### config.mk
export PLATFORM = sky130hd
export DESIGN_NAME = stuffed_frame_receiver
export DESIGN_NICKNAME = d
export VERILOG_FILES = /design/src/hdl/sfr_pkg.sv /design/src/hdl/stuffed_frame_receiver.sv /design/src/hdl/sfr_cfg.sv /design/src/hdl/sfr_core.sv
export SDC_FILE = /design/constraint.sdc
export NUM_CORES = 1
export LEC_CHECK = 0
export BUFFER_PORTS_ARGS = -buffer_cell sky130_fd_sc_hd__buf_2
export CAP_MARGIN = 20
export CORE_ASPECT_RATIO = 0.5
export CORE_MARGIN = 5
export CORE_UTILIZATION = 61
export CTS_CLUSTER_SIZE = 30
export DETAILED_ROUTE_END_ITERATION = 16
export HOLD_SLACK_MARGIN = 0.12
export PLACE_DENSITY = 0.88
export SLEW_MARGIN = 10
export SYNTH_ARGS = -nofsm -noshare
export SYNTH_HDL_FRONTEND = slang
export SYNTH_SLANG_ARGS = --single-unit
### constraint.sdc
create_clock -name clk -period 5 [get_ports clk]
set_input_delay 0 -clock clk [delete_from_list [all_inputs] [get_ports clk]]
set_output_delay 0 -clock clk [all_outputs]
set_load 0.02 [all_outputs]
### src/hdl/sfr_pkg.sv
// Shared types and constants for the stuffed frame receiver.
// Holds the register indexes, the configuration and result structs and the phase codes.
// No dependencies.
`default_nettype none

package sfr_pkg;

	// Configuration register indexes.
	localparam logic [2:0] REG_START_SYMBOL    = 3'd0;
	localparam logic [2:0] REG_TYPE_MASK       = 3'd1;
	localparam logic [2:0] REG_LOCAL_DEST_MASK = 3'd2;
	localparam logic [2:0] REG_TYPE_COUNT      = 3'd3;
	localparam logic [2:0] REG_PAYLOAD_SIZES_0 = 3'd4;
	localparam logic [2:0] REG_PAYLOAD_SIZES_1 = 3'd5;
	localparam logic [2:0] REG_PAYLOAD_SIZES_2 = 3'd6;
	localparam logic [2:0] REG_PAYLOAD_SIZES_3 = 3'd7;

	localparam int CFG_DATA_W = 64;
	localparam int MAX_TYPES  = 32;

	// Verdict codes.
	localparam logic [1:0] VERDICT_OK       = 2'd0;
	localparam logic [1:0] VERDICT_CHECKSUM = 2'd1;
	localparam logic [1:0] VERDICT_TYPE     = 2'd2;
	localparam logic [1:0] VERDICT_OVERFLOW = 2'd3;

	// Result kinds carried on tuser.
	localparam logic KIND_PAYLOAD = 1'b0;
	localparam logic KIND_VERDICT = 1'b1;

	typedef enum logic [1:0] {
		PH_WAIT,
		PH_START,
		PH_DATA
	} phase_t;

	// Live configuration seen by the decoder.
	typedef struct packed {
		logic [7:0]            start_symbol;
		logic [7:0]            type_mask;
		logic [7:0]            local_dest_mask;
		logic [5:0]            type_count;
		logic [3:0][7:0][7:0]  payload_sizes;
	} cfg_t;

	// Result fields in tdata order, lowest bit last in this list.
	typedef struct packed {
		logic       deliver_local;
		logic [1:0] verdict;
		logic [7:0] param_bits;
		logic [4:0] frame_kind;
		logic [7:0] payload_byte;
	} res_t;

endpackage

`default_nettype wire

### src/hdl/stuffed_frame_receiver.sv
// Top level of the stuffed frame receiver.
// Instantiates sfr_cfg and sfr_core; depends on sfr_pkg.
`default_nettype none

// Byte-stuffed frame receiver. Raw link bytes enter on the slave stream, one per
// transfer. A start symbol opens a frame and a doubled start symbol is a literal
// byte. Payload bytes leave as they arrive (tuser 0). Each frame not cut short
// by a new start symbol ends with one verdict transfer (tuser 1): ok, checksum
// error, unsupported type or overflow. The block takes one byte per clock while
// the output is not stalled; each byte passes the input register and then the
// result register. Configuration is written through cfg_we, cfg_index and
// cfg_data; the user must do so only while idle. The block does not enforce it.
module stuffed_frame_receiver #(
	parameter int MAX_FRAME_BYTES = 64
) (
	input  wire logic        clk,
	input  wire logic        arst_n,
	input  wire logic        cfg_we,
	input  wire logic [2:0]  cfg_index,
	input  wire logic [63:0] cfg_data,
	input  wire logic        s_tvalid,
	output logic             s_tready,
	input  wire logic [7:0]  s_tdata,   // [7:0] byte_in
	output logic             m_tvalid,
	input  wire logic        m_tready,
	output logic [23:0]      m_tdata,   // [7:0] payload_byte, [12:8] frame_kind,
	                                    // [20:13] param_bits, [22:21] verdict,
	                                    // [23] deliver_local
	output logic             m_tuser    // [0] kind
);
	import sfr_pkg::*;

	cfg_t cfg;
	res_t res;

	sfr_cfg u_cfg (
		.clk       (clk),
		.arst_n    (arst_n),
		.cfg_we    (cfg_we),
		.cfg_index (cfg_index),
		.cfg_data  (cfg_data),
		.cfg       (cfg)
	);

	sfr_core #(
		.MAX_FRAME_BYTES (MAX_FRAME_BYTES)
	) u_core (
		.clk      (clk),
		.arst_n   (arst_n),
		.cfg      (cfg),
		.s_tvalid (s_tvalid),
		.s_tready (s_tready),
		.s_tdata  (s_tdata),
		.m_tvalid (m_tvalid),
		.m_tready (m_tready),
		.m_res    (res),
		.m_kind   (m_tuser)
	);

	assign m_tdata = res;

endmodule

`default_nettype wire

### src/hdl/sfr_cfg.sv
// Configuration register file of the stuffed frame receiver.
// Takes writes from the plain write port; depends on sfr_pkg.
`default_nettype none

module sfr_cfg (
	input  wire logic                                 clk,
	input  wire logic                                 arst_n,
	input  wire logic                                 cfg_we,
	input  wire logic [2:0]                           cfg_index,
	input  wire logic [sfr_pkg::CFG_DATA_W-1:0]       cfg_data,
	output sfr_pkg::cfg_t                             cfg
);
	import sfr_pkg::*;

	cfg_t cfg_q;

	// Register writes; every index of the port maps to a register.
	always_ff @(posedge clk or negedge arst_n) begin
		if (!arst_n) begin
			cfg_q.start_symbol    <= 8'd0;
			cfg_q.type_mask       <= 8'd31;
			cfg_q.local_dest_mask <= 8'd128;
			cfg_q.type_count      <= 6'd21;
			cfg_q.payload_sizes   <= '0;
		end else if (cfg_we) begin
			unique case (cfg_index)
				REG_START_SYMBOL:    cfg_q.start_symbol    <= cfg_data[7:0];
				REG_TYPE_MASK:       cfg_q.type_mask       <= cfg_data[7:0];
				REG_LOCAL_DEST_MASK: cfg_q.local_dest_mask <= cfg_data[7:0];
				REG_TYPE_COUNT:      cfg_q.type_count      <= cfg_data[5:0];
				REG_PAYLOAD_SIZES_0: cfg_q.payload_sizes[0] <= cfg_data;
				REG_PAYLOAD_SIZES_1: cfg_q.payload_sizes[1] <= cfg_data;
				REG_PAYLOAD_SIZES_2: cfg_q.payload_sizes[2] <= cfg_data;
				REG_PAYLOAD_SIZES_3: cfg_q.payload_sizes[3] <= cfg_data;
				default: ;
			endcase
		end
	end

	assign cfg = cfg_q;

endmodule

`default_nettype wire

### src/hdl/sfr_core.sv
// Decoder datapath: input register, frame state, decode logic and result register.
// Depends on sfr_pkg; configuration comes from sfr_cfg.
`default_nettype none

module sfr_core #(
	parameter int MAX_FRAME_BYTES = 64
) (
	input  wire logic          clk,
	input  wire logic          arst_n,
	input  wire sfr_pkg::cfg_t cfg,
	input  wire logic          s_tvalid,
	output logic               s_tready,
	input  wire logic [7:0]    s_tdata,
	output logic               m_tvalid,
	input  wire logic          m_tready,
	output sfr_pkg::res_t      m_res,
	output logic               m_kind
);
	import sfr_pkg::*;

	localparam int PW = $clog2(MAX_FRAME_BYTES + 2);

	// Input stage.
	logic       valid_s1;
	logic [7:0] byte_s1;
	logic       advance;

	// Frame state.
	phase_t     phase_q, phase_n;
	logic [PW-1:0] pos_q, pos_n;
	logic [7:0] sum_q, sum_n;
	logic [8:0] exp_q, exp_n;
	logic [4:0] type_q, type_n;
	logic [7:0] params_q, params_n;

	// Result stage.
	logic       m_valid_q;
	res_t       res_q, res_n;
	logic       kind_q, kind_n;
	logic       emit;

	// Decode temporaries.
	logic          take;
	logic          esc;
	logic          ended;
	logic [PW-1:0] pos_t;
	logic [7:0]    t;
	logic [5:0]    limit;

	assign advance  = valid_s1 && (!m_valid_q || m_tready);
	assign s_tready = !valid_s1 || advance;

	// Input register.
	always_ff @(posedge clk or negedge arst_n) begin
		if (!arst_n) begin
			valid_s1 <= 1'b0;
		end else if (s_tready) begin
			valid_s1 <= s_tvalid;
		end
	end

	always_ff @(posedge clk) begin
		if (s_tready && s_tvalid) begin
			byte_s1 <= s_tdata;
		end
	end

	assign limit = (cfg.type_count > 6'(MAX_TYPES)) ? 6'(MAX_TYPES) : cfg.type_count;

	// Unstuffing, framing and checksum for the byte in the input register.
	always_comb begin
		phase_n  = phase_q;
		pos_n    = pos_q;
		sum_n    = sum_q;
		exp_n    = exp_q;
		type_n   = type_q;
		params_n = params_q;
		take     = 1'b0;
		ended    = 1'b0;
		emit     = 1'b0;
		kind_n   = KIND_PAYLOAD;
		pos_t    = pos_q;
		t        = byte_s1 & cfg.type_mask;
		esc      = (phase_q == PH_START) && (byte_s1 == cfg.start_symbol);

		unique case (phase_q)
			PH_WAIT: begin
				if (byte_s1 == cfg.start_symbol) begin
					phase_n = PH_START;
				end
			end
			PH_START: begin
				take    = 1'b1;
				phase_n = PH_DATA;
				if (esc) begin
					pos_t = pos_q + 1'b1;
					sum_n = sum_q + byte_s1;
				end else begin
					pos_t = PW'(1);
					sum_n = byte_s1;
				end
			end
			PH_DATA: begin
				if (byte_s1 == cfg.start_symbol) begin
					phase_n = PH_START;
				end else begin
					take  = 1'b1;
					pos_t = pos_q + 1'b1;
					sum_n = sum_q + byte_s1;
				end
			end
			default: phase_n = PH_WAIT;
		endcase

		if (take) begin
			pos_n = pos_t;
			priority if (pos_t == PW'(1)) begin
				// Type byte: split into type and parameter bits.
				type_n   = t[4:0];
				params_n = byte_s1 & ~cfg.type_mask;
				if (t >= {2'b00, limit}) begin
					emit   = 1'b1;
					kind_n = KIND_VERDICT;
					ended  = 1'b1;
				end else begin
					exp_n = {1'b0, cfg.payload_sizes[t[4:3]][t[2:0]]} + 9'd2;
				end
			end else if (pos_t > PW'(MAX_FRAME_BYTES)) begin
				emit   = 1'b1;
				kind_n = KIND_VERDICT;
				ended  = 1'b1;
			end else if ({{(9 - PW){1'b0}}, pos_t} == exp_q) begin
				// Checksum byte; an escaped one is not part of the sum.
				if (esc) begin
					sum_n = sum_q;
				end
				emit   = 1'b1;
				kind_n = KIND_VERDICT;
				ended  = 1'b1;
			end else begin
				emit = 1'b1;
			end
			if (ended) begin
				phase_n = PH_WAIT;
				pos_n   = '0;
			end
		end
	end

	// Result fields for the byte being decoded.
	always_comb begin
		res_n.payload_byte  = 8'd0;
		res_n.frame_kind    = type_n;
		res_n.param_bits    = params_n;
		res_n.verdict       = VERDICT_OK;
		res_n.deliver_local = 1'b0;
		if (kind_n == KIND_PAYLOAD) begin
			res_n.payload_byte = byte_s1;
		end else if (pos_t == PW'(1)) begin
			res_n.verdict = VERDICT_TYPE;
		end else if (pos_t > PW'(MAX_FRAME_BYTES)) begin
			res_n.verdict = VERDICT_OVERFLOW;
		end else if (byte_s1 != sum_q) begin
			res_n.verdict = VERDICT_CHECKSUM;
		end else begin
			res_n.deliver_local = (params_q & cfg.local_dest_mask) != 8'd0;
		end
	end

	// Frame state registers.
	always_ff @(posedge clk or negedge arst_n) begin
		if (!arst_n) begin
			phase_q  <= PH_WAIT;
			pos_q    <= '0;
			sum_q    <= 8'd0;
			exp_q    <= 9'd0;
			type_q   <= 5'd0;
			params_q <= 8'd0;
		end else if (advance) begin
			phase_q  <= phase_n;
			pos_q    <= pos_n;
			sum_q    <= sum_n;
			exp_q    <= exp_n;
			type_q   <= type_n;
			params_q <= params_n;
		end
	end

	// Result register; it holds while the downstream side stalls.
	always_ff @(posedge clk or negedge arst_n) begin
		if (!arst_n) begin
			m_valid_q <= 1'b0;
		end else if (advance) begin
			m_valid_q <= emit;
		end else if (m_tready) begin
			m_valid_q <= 1'b0;
		end
	end

	always_ff @(posedge clk) begin
		if (advance && emit) begin
			res_q  <= res_n;
			kind_q <= kind_n;
		end
	end

	assign m_tvalid = m_valid_q;
	assign m_res    = res_q;
	assign m_kind   = kind_q;

endmodule

`default_nettype wire
==> results of run 1 <==
-- state kept, by name, indices dropped and copies added, names as in the netlist --
register,cells
u_core.m_kind,1
u_core.params_q,8
u_core.byte_s1,8
u_core.m_tvalid,1
u_core.phase_q,2
u_core.sum_q,8
u_core.pos_q,7
u_cfg.cfg,286
u_core.m_res,24
u_core.exp_q,9
u_core.valid_s1,1
u_core.type_q,5
-- worst max-delay path by stage --
stage / startpoint / to / slack, ns / cells past startpoint
floorplan: u_cfg.cfg[274]$_DFFE_PN1P_ / u_core.m_kind$_DFFE_PP_ / 1.25 / 10
global placement: u_core.phase_q[0]$_DFFE_PN0P_ / u_core.m_res[23]$_SDFFCE_PP0P_ / 1.19 / 10
detailed placement: u_core.phase_q[1]$_DFFE_PN0P_ / u_core.m_res[23]$_SDFFCE_PP0P_ / 1.04 / 11
CTS: u_core.phase_q[0]$_DFFE_PN0P_ / u_core.m_res[23]$_SDFFCE_PP0P_ / 1.00 / 10
global route: u_core.phase_q[1]$_DFFE_PN0P_ / u_core.m_res[21]$_SDFFCE_PP0P_ / 0.51 / 11
finish: u_core.phase_q[0]$_DFFE_PN0P_ / u_core.m_res[23]$_SDFFCE_PP0P_ / 0.95 / 10
-- cell type report --
cell class | count | area [sq um] | share of cell area [%]
tap | 382 | 478 | 2.39
inverter | 14 | 52.6 | 0.263
sequential | 360 | 9190 | 45.9
clock buffer | 32 | 790 | 3.95
multi-input combinational | 778 | 7580 | 37.9
antenna | 2 | 5.00 | 0.0250
clock inverter | 26 | 317 | 1.58
timing repair buffer | 216 | 1600 | 8.02
-- worst register-to-register path, stage by stage (launching register included) --
cell and delay (ns):
dfrtp_1 0.44, inv_1 0.10, ha_1 0.71, nand2_1 0.27, o21ai_0 0.27, a311oi_2 0.11, or3_1 0.41, a22oi_1 0.22
nand4_2 0.19, a211oi_2 0.86, and4_1 0.33
-- cell usage after synthesis, types with 5 or more instances --
| cell type | instances | area [sq um] |
|---|---|---|
| inv_1 | 12 | 45.0 |
| xnor2_1 | 13 | 114 |
| xor2_1 | 8 | 70.1 |
| ha_1 | 19 | 238 |
| a21o_1 | 5 | 37.5 |
| a22oi_1 | 6 | 45.0 |
| dfstp_2 | 9 | 236 |
| nand2_1 | 95 | 357 |
| mux2_2 | 317 | 3570 |
| dfrtp_1 | 318 | 7960 |
| clkbuf_1 | 45 | 169 |
| mux4_2 | 64 | 1440 |
| and2_1 | 8 | 50.1 |
| buf_2 | 14 | 70.1 |
| a31oi_1 | 9 | 56.3 |
| a21oi_1 | 19 | 95.1 |
| nor2b_1 | 21 | 131 |
| nand3_1 | 36 | 180 |
| buf_4 | 5 | 37.5 |
| nand2b_1 | 12 | 75.1 |
| buf_1 | 6 | 22.5 |
| nor3_1 | 10 | 50.1 |
| and3_1 | 12 | 75.1 |
| edfxtp_1 | 33 | 991 |
| nor2_1 | 24 | 90.1 |
| o21ai_0 | 26 | 130 |
| nor3b_1 | 5 | 37.5 |
-- through the flow --
stage	hold WS, ns	cell area [sq um]
after global placement	0.167	18000
after CTS	0.125	20000
after global routing	0.143	20000
after floorplan	-0.296	17100
final	0.0958	20000
after detailed placement	0.179	18000
-- per-layer routing --
metal	wire length, um	vias to the layer above	track usage, %
met2	21900	505	48.4
met3	2870	130	4.88
li1	-	4864	-
met1	17200	5948	36.9
met4	1540	0	9.28
met5	0	-	0
-- cell families (layout without fill, tap and decap cells) --
logic type,count (synthesis),after routing,synth area share [%]
adder cells (fa/ha/maj),20,20,1.51
flip-flops,360,360,53.7
multiplexers,386,386,29.6
AO/OA/AOI/OAI,100,100,4.38
buffers and inverters,84,288,2.06
AND/OR/NAND/NOR,250,250,7.54
XOR/XNOR,22,22,1.17
other,0,2,0
-- power groups by stage --
stage                     registers (mW)  clock network, mW  logic, mW
final                               3.92               2.64       2.23
after global routing                3.98               2.78       2.41
after CTS                           3.89               2.64       2.19
after detailed placement            3.92                  0       2.10
after global placement              3.86                  0       2.00
after floorplan                     3.82                  0       1.59
==> impl_metrics.toml, run 1 <==
[status]
status = "complete, no violations"

[finish]
layout.nets = 1501
utilization_pct = 72.4
fill_cells = 1668
layout_common_cells = "dfrtp_1, mux2_2, buf_2, nand2_1, dlygate4sd3_1"
layout_commonest_cell = "dfrtp_1"
area_delta_synth_final_pct = 17.0
stdcell_count = 1810
drive_gt1_share_pct = 42.3

[timing]
final-setup-viol-count = 0
post-route-min-period_ns = 4.05
clock_skew_ns = 0.0225
worstMarginPinSlew_ns = 1.03
fin_crit_sh_pct = 80.9
report.final.hold_viol_count = 0
rsz0062_at_grt = "false"
slew_violations = 0
maxSlewHeadroom_pct = 31.4
fmax_mhz = 247
fin_setup_tns_ns = 0
timing.final.ws_setup_ns = 0.954

[pwr]
power_mw = 8.78
p_int_mw = 6.15
pwr-share-clk_pct = 30.0
power_frac_comb_pct = 25.3
vdd_drop_max_mv = 0.307
swShare_pct = 30.0
power_density_nw_per_um2 = 439
power.leakage_nw = 8.58
pwr-share-seq_pct = 44.6
p_switching_mw = 2.64

[logic_synthesis]
yosysSeqAreaShare_pct = 53.7
synth_edf_count = 33
ys_types = 66
syn_area_per_cell_sq_um = 14.0
ys.warnings.count = 0
synthCells = 1222
syn_nets = 1322
ys_dominant_reg_cell = "dfrtp_1"
ys_async_sr_fraction_pct = 90.8
ys_ff_latch = 360
syn_area_sq_um = 17100

[place]
gp_congestion = 0.870
placed_cells = 1662
port_buffers = 106
pre_cts_ws_ns = 1.04
place_hpwl_um = 25400

[setup_path]
r2r_start = "u_core.phase_q[0]$_DFFE_PN0P_"
startpoint_type = "register"
crit_family = "compound AO/OA/AOI/OAI gates"
slowest_stage = "a211oi_2"
crit_path_end_kind = "register"
crit_type = "reg2reg"
worstPathRequired_ns = 5.45
r2r_cells = 10
crit_arrival_ns = 4.49
r2r_slack_ns = 0.95
crit_chain = "inv_1 > ha_1 > nand2_1 > o21ai_0 > a311oi_2 > or3_1 > a22oi_1 > nand4_2 > a211oi_2 > and4_1"
cp_max_fo = 17
max_stage_delay_ns = 0.86
path_buf_inv = 1
worst_r2r_endpoint = "u_core.m_res[23]$_SDFFCE_PP0P_"

[global_route]
grt_usage_pct = 28.0
grt_pass1_vias = 12280
grt_pass1_wl_um = 69900
overflow = 0
antenna_found_initial = 1
grt_max_degree = 147

[route]
wl_um = 43500
num_vias = 11447
ant_nets = 0
drtPass1Iterations = 5
route.detailed.drc = 0
drt-initial-drc-count = 974
viasPerCell = 6.32
drt-wirelength-per-cell_um = 24.0

[clock_network]
path_clk_slew_ns = 0.07
clockBufferDepth = 3
hold_buffers = 87
tritoncts = "yes"
clock_latency_ns = 0.60
postCtsSetupBuffers = 0
h-tree-depth = 1
cts.sinks = 360
ctsResizeCount = 0
clockRootBuffer = "clkbuf_16"
numCtsBuffers = 31

[floorplan]
die_w_um = 247
die_h_um = 128
core-area_sq_um = 27700
num_rows = 43
io_pins = 107
start_util_pct = 61.8
die-area_sq_um = 31700

[hold_path]
hold_path.class = "in2async"

[run]
maxCapViolations = 0
No activity file was read; power rests on OpenSTA's default activity.
==> inputs of run 2 (changes only) <==
Settings changed: CORE_UTILIZATION 61 to 55, PLACE_DENSITY 0.88 to 0.84.
Clock period 5 ns to 3.54 ns, I/O delays scaled along.
==> run 2 against run 1 <==
Effect of this change:
- sequential share of layout area fell by 1.0 points
- clock skew fell by 0.011 ns
- count of clock-buffer cells in the layout rose by 16
- largest power group unchanged
- combinational power rose by 50%
==> impl_metrics.toml, run 2 (synthesized netlist as in run 1, its figures left out) <==
[setup_path]
slowest_stage = "a211oi_4"
crit_path_frequent_cell = "buf_4"
cp.depth = 11
worstPathRequired_ns = 3.87
startpoint = "u_core.byte_s1[3]$_DFFE_PP_"
cp_max_fo = 7
crit_path_end_kind = "register"
cp-endpoint = "u_core.m_res[7]$_SDFFCE_PP0P_"
startpoint_type = "register"
worst_r2r_endpoint = "u_core.m_res[7]$_SDFFCE_PP0P_"
crit_family = "compound AO/OA/AOI/OAI gates"
r2r_cells = 11
max_stage_delay_ns = 0.48
r2r_start = "u_core.byte_s1[3]$_DFFE_PP_"
crit_chain = "xnor2_1 > and4_2 > nand2_1 > a311oi_1 > a31oi_2 > buf_4 > xor2_1 > nand4_4 > a211oi_4 > buf_4 > nor2b_1"
crit_type = "reg2reg"
r2r_slack_ns = 0.14
path_buf_inv = 2
crit_arrival_ns = 3.73

[run]
maxCapViolations = 0

[timing]
fmax_mhz = 294
post-route-min-period_ns = 3.40
report.final.hold_viol_count = 0
final-setup-viol-count = 0
clock_skew_ns = 0.0118
worstMarginPinSlew_ns = 1.02
maxSlewHeadroom_pct = 32.1
fin_crit_sh_pct = 96.0
slew_violations = 0
rsz0062_at_grt = "false"

[global_route]
grt_pass1_wl_um = 69900
antenna_found_initial = 0
overflow = 0
grt_pass1_vias = 12547
grt_max_degree = 131
grt_usage_pct = 25.1

[finish]
drive_gt1_share_pct = 44.1
largest_register_ffs = 286
area_delta_synth_final_pct = 19.7
utilization_pct = 67.2
layout_common_cells = "dfrtp_1, mux2_2, buf_2, nand2_1, dlygate4sd3_1"
stdcell_area_sq_um = 20500
antenna_cells = 0
layout_commonest_cell = "dfrtp_1"
layout.nets = 1544

[clock_network]
clockBufferDepth = 3
clockRootBuffer = "clkbuf_16"
path_clk_slew_ns = 0.07
h-tree-depth = 1
tritoncts = "yes"
cts.sinks = 360
numCtsBuffers = 31
clock_latency_ns = 0.58

[floorplan]
die-area_sq_um = 34900
num_rows = 45
die_w_um = 259
die_h_um = 135
io_pins = 107
start_util_pct = 56.1
core-area_sq_um = 30500

[route]
route.detailed.drc = 0
drt-wirelength-per-cell_um = 22.8
drt-initial-drc-count = 908
wl_um = 43100
ant_nets = 0
viasPerCell = 6.03
drtPass1Iterations = 4
num_vias = 11401

[hold_path]
hold_path.class = "in2reg"

[status]
status = "complete, no violations"

[place]
place_hpwl_um = 27600
port_buffers = 106
gp_congestion = 0.858
place_area_sq_um = 18500

[pwr]
vdd_drop_max_mv = 0.410
power_density_nw_per_um2 = 605
power.leakage_nw = 8.78
power_mw = 12.4
-- run 2: changes by cell type in the layout (fill, tap and decap cells not counted), sizes merged --
| cell | delta |
|---|---|
| clkinvlp | -2 |
| buf | +48 |
| clkinv | -10 |
| diode | -2 |
| clkbuf | +15 |
| bufinv | -3 |
| dlygate4sd3 | -4 |
| inv | -1 |
-- run 2: layout make-up --
| class | instances | area [sq um] |
|---|---|---|
| fill | 1979 | 10000 |
| sequential | 360 | 9190 |
| multi-input combinational | 778 | 7650 |
| timing repair buffer | 259 | 2000 |
| clock buffer | 48 | 891 |
| tap | 423 | 529 |
| clock inverter | 10 | 148 |
| inverter | 14 | 53.8 |
-- run 2: timing repair --
item | in CTS | in global routing
hold endpoints to repair | 557 | 0
pin swaps | 0 | 3
setup endpoints to repair | 11 | 46
setup buffers | 0 | 3
hold buffers | 84 | 0
gates resized for setup | 2 | 13
-- run 2: worst min path at each step --
stage,depth (start not counted),to,startpoint,slack (ns)
floorplan,0,u_cfg.cfg[0]$_DFFE_PN0P_,arst_n,-0.30
global placement,1,u_cfg.cfg[174]$_DFFE_PN0P_,arst_n,0.02
detailed placement,1,u_cfg.cfg[174]$_DFFE_PN0P_,arst_n,0.04
CTS,2,u_core.byte_s1[4]$_DFFE_PP_,s_tdata[4],0.14
global route,2,u_core.byte_s1[4]$_DFFE_PP_,s_tdata[4],0.16
finish,2,u_core.byte_s1[4]$_DFFE_PP_,s_tdata[4],0.16
-- run 2: metal layers --
layer | track usage (%) | vias up | part of all wire, %
li1 | - | 4947 | -
met1 | 33.3 | 5951 | 42
met2 | 42.9 | 390 | 50
met3 | 4.05 | 113 | 5.2
met4 | 8.12 | 0 | 3.0
met5 | 0 | - | 0
-- run 2: worst reg2reg max path, stage by stage (launching register included) --
cell and delay [ns]:
edfxtp_1 0.43, xnor2_1 0.27, and4_2 0.41, nand2_1 0.21
a311oi_1 0.38, a31oi_2 0.11, buf_4 0.18, xor2_1 0.21
nand4_4 0.19, a211oi_4 0.48, buf_4 0.24, nor2b_1 0.05
-- run 2: power breakdown --
group	internal, mW	switching, mW
clock network	1.97	1.57
logic	1.74	1.61
registers	5.01	0.476
total	8.72	3.65
-- run 2: per-stage QoR --
stage | hold slack [ns] | setup TNS [ns] | std cells | setup slack (ns)
3_3_place_gp | 0.0214 | -0.0998 | 1746 | -0.0998
6_report | 0.160 | 0 | 1892 | 0.143
2_1_floorplan | -0.296 | 0 | 1222 | 0.0169
5_1_grt | 0.157 | 0 | 1892 | 0.00327
4_1_cts | 0.138 | 0 | 1889 | 0.00668
3_5_place_dp | 0.0393 | -0.444 | 1747 | -0.221
